--- src/cla_pkg.sv ---
// Shared types and constants for the contig link accumulator.
// Field widths, the slot layout of one memory row, result struct and states.
// No dependencies.
package cla_pkg;

   // field widths
   localparam int SRC_W    = 12;
   localparam int TARGET_W = 12;
   localparam int GAP_W    = 16;
   localparam int COUNT_W  = 10;
   localparam int SUM_W    = 26;

   // count saturation point and cutoff after reset
   localparam logic [COUNT_W-1:0] COUNT_LIMIT  = 10'd1023;
   localparam logic [COUNT_W-1:0] CUTOFF_RESET = 10'd3;

   // one list entry; count of zero marks an unused slot
   typedef struct packed {
      logic [TARGET_W-1:0] target;
      logic [COUNT_W-1:0]  count;
      logic [SUM_W-1:0]    sum;
   } cla_slot_type;

   localparam int SLOT_W = $bits(cla_slot_type);

   // result of one row update
   typedef struct packed {
      logic [COUNT_W-1:0] support_count;
      logic [SUM_W-1:0]   gap_total;
      logic               entry_created;
      logic               list_full;
      logic               is_supported;
   } cla_result_type;

   typedef enum logic [1:0] {
      ST_CLEAR,
      ST_IDLE,
      ST_UPDATE
   } cla_state_type;

endpackage

--- src/cla_row_update.sv ---
// Modify step for one source row: target lookup, saturating update or append.
// Depends on cla_pkg.
module cla_row_update #(
   parameter int LINKS_PER_NODE = 8
) (
   input  cla_pkg::cla_slot_type [LINKS_PER_NODE-1:0] row_in,
   input  logic [cla_pkg::TARGET_W-1:0]               target,
   input  logic [cla_pkg::GAP_W-1:0]                  gap,
   input  logic [cla_pkg::COUNT_W-1:0]                cutoff,
   input  logic                                       in_range,
   output cla_pkg::cla_slot_type [LINKS_PER_NODE-1:0] row_out,
   output logic                                       row_write,
   output cla_pkg::cla_result_type                    result
);
   import cla_pkg::*;

   logic [LINKS_PER_NODE-1:0] hit_oh;
   logic [LINKS_PER_NODE-1:0] free_oh;
   logic [LINKS_PER_NODE-1:0] upd_oh;
   logic                      hit_any;
   logic                      free_any;
   cla_slot_type              hit_slot;
   cla_slot_type              new_slot;
   logic [SUM_W-1:0]          gap_ext;

   assign gap_ext = {{(SUM_W-GAP_W){gap[GAP_W-1]}}, gap};

   // first matching slot and first unused slot, one-hot
   always_comb begin
      hit_oh   = '0;
      free_oh  = '0;
      hit_any  = 1'b0;
      free_any = 1'b0;
      hit_slot = '0;
      for (int i = 0; i < LINKS_PER_NODE; i++) begin
         if (!hit_any && row_in[i].count != '0 && row_in[i].target == target) begin
            hit_oh[i] = 1'b1;
            hit_any   = 1'b1;
            hit_slot  = row_in[i];
         end
         if (!free_any && row_in[i].count == '0) begin
            free_oh[i] = 1'b1;
            free_any   = 1'b1;
         end
      end
   end

   // new slot contents and result
   always_comb begin
      new_slot  = hit_slot;
      upd_oh    = '0;
      row_write = 1'b0;
      result    = '0;
      if (!in_range) begin
         result = '0;
      end else if (hit_any) begin
         // count freezes at the limit, sum with it
         if (hit_slot.count < COUNT_LIMIT) begin
            new_slot.count = hit_slot.count + COUNT_W'(1);
            new_slot.sum   = hit_slot.sum + gap_ext;
            upd_oh         = hit_oh;
            row_write      = 1'b1;
         end
         result.support_count = new_slot.count;
         result.gap_total     = new_slot.sum;
         result.is_supported  = (new_slot.count >= cutoff);
      end else if (free_any) begin
         new_slot.target      = target;
         new_slot.count       = COUNT_W'(1);
         new_slot.sum         = gap_ext;
         upd_oh               = free_oh;
         row_write            = 1'b1;
         result.support_count = COUNT_W'(1);
         result.gap_total     = gap_ext;
         result.entry_created = 1'b1;
         result.is_supported  = (COUNT_W'(1) >= cutoff);
      end else begin
         result.list_full = 1'b1;
      end
   end

   // merge the touched slot into the row
   always_comb begin
      for (int i = 0; i < LINKS_PER_NODE; i++) begin
         row_out[i] = upd_oh[i] ? new_slot : row_in[i];
      end
   end

endmodule

--- config.mk ---
export PLATFORM = sky130hd
export DESIGN_NAME = cla_row_update
export DESIGN_NICKNAME = d
export VERILOG_FILES = /design/src/cla_pkg.sv /design/src/cla_row_update.sv
export SDC_FILE = /design/constraint.sdc
export NUM_CORES = 1
export LEC_CHECK = 0
export BUFFER_PORTS_ARGS = -buffer_cell sky130_fd_sc_hd__buf_2
export CORE_AREA = 8 8 326 328
export DETAILED_ROUTE_END_ITERATION = 6
export DIE_AREA = 0 0 334 336
export GPL_ROUTABILITY_DRIVEN = 0
export GPL_TIMING_DRIVEN = 0
export PLACE_DENSITY_LB_ADDON = 0.2
export SLEW_MARGIN = 20
export SYNTH_ARGS = -nofsm -noshare
export SYNTH_HDL_FRONTEND = slang
export SYNTH_SLANG_ARGS = --single-unit
--- constraint.sdc ---
create_clock -name vclk -period 7.05
set_input_delay 1.0575 -clock vclk [all_inputs]
set_output_delay 1.0575 -clock vclk [all_outputs]
set_load 0.05 [all_outputs]
* Word level (Yosys, flattened, before mapping) *
Index checks and enable logic that the tools add are counted.

storage, ports and cells
  output and inout port bits = 424
  logic and storage cells = 133
  register bits = 0
  input port bits = 423

cells by class
  $lt $le $gt $ge = 3
  equal/unequal tests = 8
  reductions and logical operators = 52
  muxes and demuxes = 68
  add/sub/neg operators = 2

operator list
  cell                                                                                 number
  48-bit 2-to-1 mux                                                                    18
  36-bit 2-to-1 mux                                                                    5
  12-bit == test                                                                       8
  10-bit zero test                                                                     8
  10-bit nonzero test                                                                  8
  39-bit 2-to-1 mux                                                                    1
  1-bit 2-to-1 mux                                                                     37
  8-bit 2-to-1 mux                                                                     4
  28-bit 2-to-1 mux                                                                    1
  26-bit adder                                                                         1
  1-bit logical AND                                                                    22
  1-bit zero test                                                                      14
  12-bit 2-to-1 mux                                                                    1
  10-bit by 1-bit adder with 10-bit output, second input constant                      1
  1-bit by 10-bit greater-or-equal comparator with 1-bit output, first input constant  1
  10-bit greater-or-equal comparator                                                   1
  10-bit less-than comparator, second input constant                                   1
  2-bit 2-to-1 mux                                                                     1

* Logic depth before layout (Yosys ltp) *
  depth after elaboration = 38
  mapped depth = 31

* Worst setup path before layout *
OpenSTA, ideal clock, no wires.

  path type = in2out
  start point = input row_in[30] (netlist bit)
  end point = output row_out[169] (netlist bit)
  required time = 5.992 ns
  data arrival time = 6.945 ns
  stages = 27
  path slack = -0.953 ns
  cells stage by stage = nor4_1 nand3_1 and4_1 buf_2 or3_1 buf_4 buf_6 buf_6 nor3_2 clkbuf_1 buf_2 a222oi_1 nand3_1 o21ai_1 inv_1 ha_1 a21o_1 a21oi_1 or3b_2 o21ai_0 a211oi_1 or3_1 a21oi_1 xnor2_1 a21boi_0 o31ai_4 mux2_2

RTL lines
  item             RTL line              text
  start, declared  cla_row_update.sv:6   input cla_pkg::cla_slot_type [LINKS_PER_NODE-1:0] row_in,
  end, declared    cla_row_update.sv:11  output cla_pkg::cla_slot_type [LINKS_PER_NODE-1:0] row_out,

==> results.py <==
metrics = {
    "yosys": {
        "synth_top_area_cell": "nand2_1",
        "synth-simple-area-share_pct": 32.0,
        "synth_most_common_cell": "nand2_1",
        "synth_area_leaders": "nand2_1, o21ai_0, mux2_2, a21oi_1, nor2_1",
        "netlist_instances": 2245,
        "synthDistinctLibCells": 95,
        "synth-xor-area-share_pct": 7.55,
        "synth_warnings": 0,
        "synth_top_family_by_area": "compound AO/OA/AOI/OAI gates",
        "netlist_area_um2": 13700,
        "synth_area_per_cell_um2": 6.10,
        "synthMuxAreaShare_pct": 9.76,
        "ys_seq_area_share_pct": 0,
        "synth_compound_area_share_pct": 38.6,
        "synth_top_area_share_pct": 11.0,
        "syn_nets": 2708,
        "synth_adder_area_share_pct": 3.71,
        "synthTopCellsByCount": "nand2_1, o21ai_0, nor2_1, a21oi_1, clkbuf_1",
    },
    "sta": {
        "finalMaxSlewViolations": 0,
        "fmax_ghz": 0.124,
        "postLayoutSetupSlackWorst_ns": -1.03,
        "setup_tns_ns": -176.21,
        "hold_viol": 0,
        "tightest_slew_ns": 1.22,
        "relSlewSlack_pct": 18.4,
        "setup_viol": 380,
        "finalCriticalPeriod_ns": 8.08,
        "post-route-period-util_pct": 115,
        "rsz0062_at_grt": "true",
    },
    "final_layout": {
        "multi_input_area_um2": 15200,
        "regArea_um2": 0,
        "fillCellCount": 11600,
        "n_clock_buffer": 0,
        "utilization_pct": 25.4,
        "nets": 3727,
        "drive_gt1_share_pct": 49.9,
        "syn_to_final_growth_pct": 87.4,
        "design.seq.count": 0,
    },
    "pwr": {
        "power-per-cell-area_nw_per_um2": 53.6,
        "finalPower_w": 0.00138,
        "power.leakage_nw": 11.6,
        "peakVddDrop_mv": 0.0490,
    },
    "drt": {
        "drc": 0,
        "viasPerCell": 5.62,
        "totalWireLength_um": 194000,
        "dr_total_vias": 25800,
        "post_drt_wl_per_cell_um": 42.2,
        "ant_nets": 0,
        "drt_iter0_drc": 3397,
        "first_pass_iters": 7,
    },
    "critical_path": {
        "cp.required_ns": 5.99,
        "slowest_delay_ns": 0.61,
        "worstPathMaxFanout": 7,
        "cp.arrival_ns": 7.02,
        "critPathLaunchType": "input pin",
        "crit_top_cell": "buf_12",
        "path_class": "in2out",
        "cp-end-kind": "output port",
        "cpMaxStageDelayCell": "a222oi_1",
    },
    "grt": {
        "grt_overflow": 0,
        "antenna_found_initial": 58,
        "grt.total_usage_pct": 32.4,
        "grt_pass1_wl_um": 247000,
        "first_global_vias": 24900,
        "grt_max_degree": 15,
    },
    "min_path": {
        "hp-class": "in2out",
    },
    "cts": {
        "postCtsHoldBufs": 0,
    },
    "floorplanning": {
        "start_util_pct": 13.6,
        "num_rows": 117,
        "dieWidth_um": 334,
        "core-area_um2": 101000,
        "die_y_um": 336,
        "die_area_um2": 112000,
        "pin_count": 847,
    },
    "placement": {
        "hpwl_um": 162000,
        "preCtsSetupSlack_ns": -3.90,
        "place.port_buffers": 835,
    },
    "outcome": {
        "violations": "setup timing",
        "outcome": "finished, violations left",
    },
    "flow_run": {
        "maxCapViolations": 0,
    },
}
==> worst max-delay path: cells and delay by family <==
family,cells,cell delay (ns)
buffers and inverters,10,1.40
multiplexers,1,0.28
adder cells (fa/ha/maj),1,0.30
AND/OR/NAND/NOR,8,2.31
XOR/XNOR,1,0.14
AO/OA/AOI/OAI,6,1.49
==> cell families after synthesis <==
| kind of cell | count (synthesis) |
|---|---|
| and+or+nand+nor | 917 |
| AOI/OAI and AO/OA | 805 |
| buffers and inverters | 243 |
| muxes | 122 |
| xor gates and xnor gates | 118 |
| adders and majority gates | 40 |
==> repair_timing <==
| action | 4_1_cts | 5_1_grt |
|---|---|---|
| setup endpoints to repair | 423 | 404 |
| gates resized for setup | 785 | 112 |
| cloned | 1 | 0 |
| buffers inserted | 143 | 28 |
| pin swaps | 144 | 69 |
==> report_power, final <==
part             internal [W]  switching, W       total [W]
sequential                  0             0               0
clock          0.000000000344             0  0.000000000344
combinational        0.000398      0.000978         0.00138
total                0.000398      0.000978         0.00138
==> routing by layer <==
metal  vias up  wire, um  global-route usage [%]
li1      10500         -                       -
met1     12800     72500                    38.0
met2      1966     88800                    54.2
met3       452     20700                    9.65
met4        44     11800                    14.6
met5         -       303                       0
==> path summary, 6_finish.rpt <==
check / to / slack, ns / from / depth (start not counted)
worst max-delay path: row_out[121] / -1.03 / row_in[266] / 27
worst min-delay path: row_out[115] / 2.47 / row_in[115] / 4
==> final cells by class <==
class | count | area share (%)
antenna | 24 | 0.234
buffer | 183 | 5.53
inverter | 55 | 0.824
multi-input combinational | 2002 | 59.2
tap | 1309 | 6.38
timing repair buffer | 1022 | 27.8
==> placed cells by master, fill, tap and decap left out, types with 20 or more instances in the layout <==
cell and instances:
o21ai_0 142, xnor2_2 21, a21oi_4 30, inv_1 51, clkbuf_1 30, a221oi_1 20
buf_8 54, a31oi_1 25, a21oi_2 24, a222oi_1 41, o21ai_1 61, buf_2 699
nand4_1 49, ha_1 28, xor2_1 50, mux2_2 61, diode_2 24, a21oi_1 125
o21ai_2 58, mux2i_1 27, a22oi_1 26, buf_4 181, buf_12 32, nand3_1 69
nor4_1 25, clkbuf_2 38, xnor2_1 29, a221o_1 21, nand2_1 399, o21ai_4 40
and3_1 26, buf_6 143, nor2_1 173, mux2_4 23
==> per-stage QoR <==
step | instances | hold slack, ns | cell area (um2)
finish | 4595 | 2.47 | 25700
global route | 4574 | 2.49 | 25600
CTS | 4546 | 2.47 | 24900
detailed placement | 4407 | 2.52 | 20600
global placement | 4389 | 2.52 | 20300
floorplan | 2245 | 2.32 | 14500
(Power assumes the default switching activity.)
