$ cat config.mk
export PLATFORM = sky130hd
export DESIGN_NAME = cla_ram
export DESIGN_NICKNAME = d
export VERILOG_FILES = /design/src/cla_ram.sv
export SDC_FILE = /design/constraint.sdc
export NUM_CORES = 1
export LEC_CHECK = 0
export BUFFER_PORTS_ARGS = -buffer_cell sky130_fd_sc_hd__buf_4
export CORE_ASPECT_RATIO = 0.8
export CORE_UTILIZATION = 50
export CTS_CLUSTER_SIZE = 40
export DETAILED_ROUTE_END_ITERATION = 8
export GPL_TIMING_DRIVEN = 0
export PLACE_DENSITY = 0.77
export SKIP_CTS_REPAIR_TIMING = 1
export SLEW_MARGIN = 20
export SYNTH_ARGS = -nofsm -noshare
export SYNTH_HDL_FRONTEND = slang
export SYNTH_SLANG_ARGS = --single-unit
$ cat constraint.sdc
create_clock -name clock -period 2 [get_ports clock]
set_input_delay 0.1 -clock clock [delete_from_list [all_inputs] [get_ports clock]]
set_output_delay 0.1 -clock clock [all_outputs]
set_load 0.005 [all_outputs]
$ cat src/cla_ram.sv
// Generic single-clock RAM: one write port, one read port, registered read.
// No dependencies.
module cla_ram #(
   parameter int WIDTH = 8,
   parameter int DEPTH = 16,
   parameter int ADDR_W = (DEPTH > 1) ? $clog2(DEPTH) : 1
) (
   input  logic              clock,
   input  logic              wr_en,
   input  logic [ADDR_W-1:0] wr_addr,
   input  logic [WIDTH-1:0]  wr_data,
   input  logic              rd_en,
   input  logic [ADDR_W-1:0] rd_addr,
   output logic [WIDTH-1:0]  rd_data
);

   logic [WIDTH-1:0] mem_ff [DEPTH];
   logic [WIDTH-1:0] rd_data_ff;

   // write port
   always_ff @(posedge clock) begin
      if (wr_en) begin
         mem_ff[wr_addr] <= wr_data;
      end
   end

   // read port, data holds until the next read
   always_ff @(posedge clock) begin
      if (rd_en) begin
         rd_data_ff <= mem_ff[rd_addr];
      end
   end

   assign rd_data = rd_data_ff;

endmodule

Word level (Yosys, flattened, before mapping) --
Memories as Yosys holds them, arrays and structs flattened. A register that Yosys moved wholly into a read port is not among the register bits. Index checks and enable logic that the tools add are counted.
Word-level totals: bits in registers 0, bits in writable memories 128, bits of input ports 19, output and inout bits 8, memories kept 1
Memory list:
- mem_ff | words 16, bits a word 8, read ports 1, clocked after Yosys merged registers in 1, wr ports 1, line 17 | logic [WIDTH-1:0] mem_ff [DEPTH];
Operators by class: multiplexer cells 2
Operators by type and width (count):
- 1-bit two-way mux | 2

Logic depth before layout (Yosys ltp) --
Gate-level depths: netlist of run 1.
depth in word-level cells 2, gate-level depth with buffers 5, mapped depth without buffers 3

Worst setup path after synthesis of run 1 --
No wires, ideal clock.
kind input to register, from input wr_addr[2], to memory mem_ff[0][0], enable pin, setup time 0.383 ns, arrival 1.210 ns, data required time 1.617 ns, path slack 0.407 ns, stages on the path 2, path buffers 0, cell sequence or3b_2 > nor3_1
RTL lines:
- from (decl) | line 10 | input logic [ADDR_W-1:0] wr_addr,
- to (decl) | line 17
No word-level cell before the write port.

==> impl_results.md, run 1 <==
* Status: finished clean
* Max Freq at 635 MHz
* R2R Path Start: mem_ff[5][0]
* Design Area, Final at 0.00615 mm^2
* Die height at 93.5 um
* Total Power at 6360 uW
* Logic pwr share at 5.1%
* Synth Area in Adders at 0%
* Post-Synth XOR/XNOR Area at 0%
* Critical hold path startpoint: wr_data[6]
* Critical Path Max Stage Delay at 0.57 ns
* Critical path fanouts, max at 1
* Initial antenna violation count at 0
* Post-Syn Instances at 229
* Largest net degree at the start of global routing at 17
* Asr flop ratio synth at 0%
* Worst Path Arrival at 1.72 ns
* GR Util met2 at 28.7%
* Area after DPL at 0.00560 mm^2
* Syn nets at 248
* Die area at 0.0109 mm^2
* Reg power frac at 50.7%
* Clock share of power at 44.2%
* Crit path cell chain: mux4_1, a22oi_1, nand2_1
* GPL Wtd Cong at 0.697
* Drt total wl at 9.92 mm
* Synth warn at 0
* Worst hold path class: in -> reg
* CTS Buf Count at 17
* LEAKAGE at 0.00203 uW
* Fin util at 62.2%
* Final Max Slew Viols at 0
* Final setup fails at 0
* Largest family of logic cells by synthesized area: multiplexers
* Max-Slew Margin vs Limit at 46.3%
* Synth top cells by count: edfxtp_1 (136), mux4_2 (18), a22oi_1 (16), mux4_1 (14), nor2_1 (13)
* Core area at 0.00989 mm^2
* Prevailing post-synth register cell: edfxtp_1
* Clock-pin slew on the worst setup and hold paths at 0.05 ns
* Gr busiest metal: met1
* Hpwl dp at 6.07 mm
* Critical path class: reg -> reg
* Mapped Area at 0.00523 mm^2
* WL per Instance at 23.5 um
* Final Hold Viols at 0
* H-tree Lvls at 4
* Internal power at 5040 uW
* Gr usage total at 20.4%
* Post-synth EDFFs at 136
* Netlist cell types at 18
* Root buffer cell: clkbuf_16
* Setup crit end kind: flop
* First-pass GRT wire length at 14.5 mm
* Final net count at 293
* RSZ-0062 raised after global routing: false
* Worst Tran Pin Value at 0.803 ns
* Tmin final at 1.58 ns
* Period utilization at 78.8%
* DP Cell Count at 390
* Ports at 27
* Area leader, netlist: edfxtp_1
* Crit path from: mem_ff[5][0]
* # rows at 32
* Top post-synthesis cells by area: edfxtp_1 (78%), mux4_2 (7.8%), mux4_1 (7.0%)
* Die width at 116 um
* Count leader, synth: edfxtp_1
* Pwr/cell area at 1030 mW/mm^2
* CP max-delay cell: mux4_1
* Max-cap violation count at 0
* Vias in the first global route at 2414
* ANT cells at 0
* Startpoint types: flop
* DRC viols at 0
* Detail Route Antenna Nets at 0
* Share of post-route cells with drive strength above 1 at 30.0%
* Post-synthesis mux area share at 14.8%
* Simple-gate share of the synthesized area at 3.14%
* M3 GR Usage at 4.93%
* Register area share after synthesis at 78.1%
* Non-Filler Instances at 423
* Peak supply drop at 0.784 mV
* Met1 GRT Util at 30.5%
* Clock Path Buffers at 2
* Compound-Gate Fraction of Synth Area at 2.30%
* TritonCTS clock tree: built
* Starting density of the core at 52.9%
* Avg Synthesized Cell Area at 22.8 um^2
* Clock Skew at 0.00797 ns
* Sw frac at 20.8%
* Layout area overhead at 17.7%
* Top cell type's share of synthesized area at 78.1%
* Vias per inst at 5.85
* Switching pwr at 1320 uW
* Seq cells post-synth at 136
* Flop-to-flop setup slack at 0.42 ns
* Sink Count at 136
* Vias at 2476
* Overflow left after global routing at 0
* Port Buffers at 25
* Worst EP required at 2.15 ns
* Clock Latency Late Sink at 0.41 ns
* DRT iter0 DRCs at 216
* Router iterations before antenna repair at 4
-- cell usage in the layout, fill, tap and decap left out --
cell type and instances:
a22oi_1 16, and2_1 1, and2b_1 1, buf_2 3
buf_4 26, buf_6 3, bufinv_16 1, clkbuf_1 1
clkbuf_16 17, clkdlybuf4s25_2 3, clkinv_1 3, clkinv_2 3
clkinv_4 1, clkinvlp_4 6, dlygate4sd3_1 1, edfxtp_1 136
mux4_1 14, mux4_2 18, nand2_1 9, nand2b_1 2
nand3_1 1, nand3b_1 2, nor2_1 13, nor2b_1 1
nor3_2 4, or3b_2 1
-- logic make-up (layout without fill, tap and decap cells) --
family                 Yosys count  count (layout)
AO/OA/AOI/OAI                   16              16
buffers and inverters           10              68
flip-flops                     136             136
multiplexers                    32              32
AND/OR/NAND/NOR                 35              35
-- worst paths after layout --
kind             endpoint  cells past startpoint
max            rd_data[0]                      3
min          mem_ff[5][6]                      1
min reg2reg    rd_data[3]                      3
max reg2reg    rd_data[0]                      3
-- power groups by stage --
| stage | Combinational, uW | Clock [uW] | Sequential [uW] |
|---|---|---|---|
| 2_1_floorplan | 162 | 0 | 3280 |
| 3_3_place_gp | 309 | 0 | 3280 |
| 3_5_place_dp | 318 | 0 | 3290 |
| 4_1_cts | 321 | 2850 | 3230 |
| 5_1_grt | 347 | 2950 | 3230 |
| 6_report | 323 | 2810 | 3230 |
-- layer usage --
layer,share of wire [%],vias up
li1,-,1073
met1,46,1289
met2,46,95
met3,6.1,19
met4,1.8,0
met5,0,-
-- critical path, delay by kind of cell (launching register included) --
family / cells / cell delay (ns)
AOI/OAI and AO/OA: 1 / 0.27
and+or+nand+nor: 1 / 0.12
muxes: 1 / 0.57
DFF: 1 / 0.35
-- layout make-up --
class | instances | area [um^2]
Multi-Input combinational cell | 83 | 1080
Timing Repair Buffer | 26 | 198
Tap cell | 136 | 170
Fill cell | 689 | 3730
Sequential cell | 136 | 4080
Buffer | 10 | 86.3
Clock inverter | 14 | 110
Clock buffer | 18 | 429
-- stage by stage --
step	setup TNS, ns	hold WS [ns]	setup WS [ns]
after floorplan	0	0.199	0.407
after global placement	-1.16	0.378	-0.145
after detailed placement	0	0.392	0.197
after CTS	0	-0.0423	0.434
after global routing	0	0.00744	0.365
final	0	0.00466	0.425
-- flip-flops by register name (all words and copies together), names as in the netlist --
name / flops
rd_data: 8
mem_ff: 128
Power figures use the tool's default switching activity.
==> run 2, diff against run 1 <==
==> constraint.sdc (replaced) <==
create_clock -name clock -period 1.58 [get_ports clock]
set_input_delay 0.079 -clock clock [delete_from_list [all_inputs] [get_ports clock]]
set_output_delay 0.079 -clock clock [all_outputs]
set_load 0.005 [all_outputs]
==> impl_results.md, run 2 (synthesis gave the netlist of run 1 again) <==
* Critical path fanouts, max at 1 (unchanged)
* Layout area overhead at 18.2%
* Worst EP required at 1.72 ns (-0.43 ns)
* Die width at 116 um (unchanged)
* Final net count at 295 (+0.68%)
* Worst Path Arrival at 1.66 ns (-0.06 ns)
* Overflow left after global routing at 0 (unchanged)
* RSZ-0062 raised after global routing: false
* Root buffer cell: clkbuf_16
* Worst hold path class: in -> reg
* Ports at 27 (unchanged)
* Peak supply drop at 1.00 mV (+28%)
* Max-Slew Margin vs Limit at 46.3% (about the same)
* WL per Instance at 23.2 um (-0.93%)
* Sink Count at 136 (unchanged)
* LEAKAGE at 0.00204 uW (+0.43%)
* Fin util at 62.5% (+0.25 points)
* Vias in the first global route at 2414 (unchanged)
* Starting density of the core at 52.9% (unchanged)
* Delay-heaviest family, CP: multiplexers
* TritonCTS clock tree: built
* Die area at 0.0109 mm^2 (unchanged)
* Flop-to-flop setup slack at 0.06 ns (-0.36 ns)
* Pwr/cell area at 1300 mW/mm^2 (+26%)
* Router iterations before antenna repair at 4 (unchanged)
* Status: finished clean
* DP Cell Count at 390 (unchanged)
* Drt total wl at 9.88 mm (-0.46%)
* Final Max Slew Viols at 0 (unchanged)
* CP max-delay cell: mux4_2
* Startpoint types: flop
* GPL Wtd Cong at 0.697 (unchanged)
* Most common cell after layout, fill and taps aside: edfxtp_1
* Tmin final at 1.52 ns (-0.0565 ns)
* Worst Tran Pin Value at 0.803 ns (-0.000375 ns)
* Hold Path Sink: mem_ff[10][0]
* Clock Path Buffers at 2 (unchanged)
* Crit path cell chain: mux4_2, a22oi_1, nand2_1
* DRC viols at 0 (unchanged)
* Detail Route Antenna Nets at 0 (unchanged)
* Most frequent cells in the layout: edfxtp_1 (136), buf_4 (26), mux4_2 (18)
* Critical hold path startpoint: wr_data[0]
* Fillcell total at 684 (-0.73%)
* Period utilization at 96.1% (+17 points)
* Setup crit end kind: flop
* Largest register by flop count: mem_ff
* Max FFs per register at 128 (unchanged)
* Core area at 0.00989 mm^2 (unchanged)
* Reg2reg end: rd_data[7]
* ANT cells at 0 (unchanged)
* H-tree Lvls at 4 (unchanged)
* Clock Latency Late Sink at 0.41 ns (about the same)
* Initial antenna violation count at 0 (unchanged)
* Die height at 93.5 um (unchanged)
* Port Buffers at 25 (unchanged)
* Vias per inst at 5.83 (-0.35%)
* CTS Buf Count at 17 (unchanged)
* # rows at 32 (unchanged)
* Max-cap violation count at 0 (unchanged)
* Clock-pin slew on the worst setup and hold paths at 0.06 ns (about the same)
* Gr usage total at 20.4% (unchanged)
* Total Power at 8050 uW (+27%)
* Share of post-route cells with drive strength above 1 at 30.1% (+0.14 points)
* Worst hold path depth at 1 (unchanged)
* DRT iter0 DRCs at 230 (+6.5%)
* Clock Skew at 0.00627 ns (-0.00169 ns)
* Hpwl dp at 6.07 mm (unchanged)
* Final setup fails at 0 (unchanged)
* Max Freq at 658 MHz (+3.7%)
* Critical path class: reg -> reg
* First-pass GRT wire length at 14.5 mm (unchanged)
* Non-Filler Instances at 425 (+0.47%)
* Critical Path Max Stage Delay at 0.52 ns (-0.05 ns)
* CP Buf/Inv Count at 0 (unchanged)
* R2r worst-path depth at 3 (unchanged)
* R2R Path Start: mem_ff[6][7]
* Vias at 2479 (+0.12%)
* Final setup TNS at 0 ns (unchanged)
* Final Hold Viols at 0 (unchanged)
* Largest net degree at the start of global routing at 17 (unchanged)
## run 2: cell count changes in the layout (fill, tap and decap cells not counted)
| cell | delta |
|---|---|
| dlygate4sd3_1 | +2 |
| a22oi_1 | -1 |
| a22oi_2 | +1 |
## run 2: how the worst max path moves through the flow
stage / start / to / cells after the start
detailed placement: wr_addr[2] / mem_ff[1][3] / 3
finish: mem_ff[6][7] / rd_data[7] / 3
global placement: wr_addr[2] / mem_ff[0][4] / 3
floorplan: wr_addr[2] / mem_ff[0][0] / 2
global route: mem_ff[6][7] / rd_data[7] / 3
CTS: mem_ff[5][0] / rd_data[0] / 3
## run 2: through the flow
| stage | area (um^2) | hold WS [ns] | worst slack (ns) |
|---|---|---|---|
| 2_1_floorplan | 5230 | 0.178 | 0.00813 |
| 3_3_place_gp | 5590 | 0.357 | -0.544 |
| 3_5_place_dp | 5600 | 0.371 | -0.202 |
| 4_1_cts | 6140 | -0.0633 | 0.0135 |
| 5_1_grt | 6180 | 0.00308 | 0.0172 |
| 6_report | 6180 | 0.00129 | 0.0612 |
## run 2: power by group
| part | switching, uW | internal [uW] |
|---|---|---|
| registers | 18.5 | 4070 |
| clock network | 1420 | 2130 |
| logic | 230 | 184 |
## run 2: area by class of cell
type                    count  area, um^2  share of cell area (%)
well taps                 136         170                    2.75
multi-input cells          83        1080                    17.5
plain buffers              10        86.3                    1.40
flip-flops and latches    136        4080                    66.1
clock inverters            14         110                    1.78
clock buffers              18         429                    6.94
repair buffers             28         218                    3.52
## run 2: routing by layer
layer | part of all wire (%) | vias to the layer above | GRT usage [%] | routed length [um]
met4 | 1.8 | 0 | 8.97 | 179
li1 | - | 1075 | - | -
met5 | 0 | - | 0 | 0
met1 | 46 | 1287 | 30.5 | 4510
met3 | 6.1 | 16 | 4.93 | 604
met2 | 46 | 101 | 28.7 | 4590
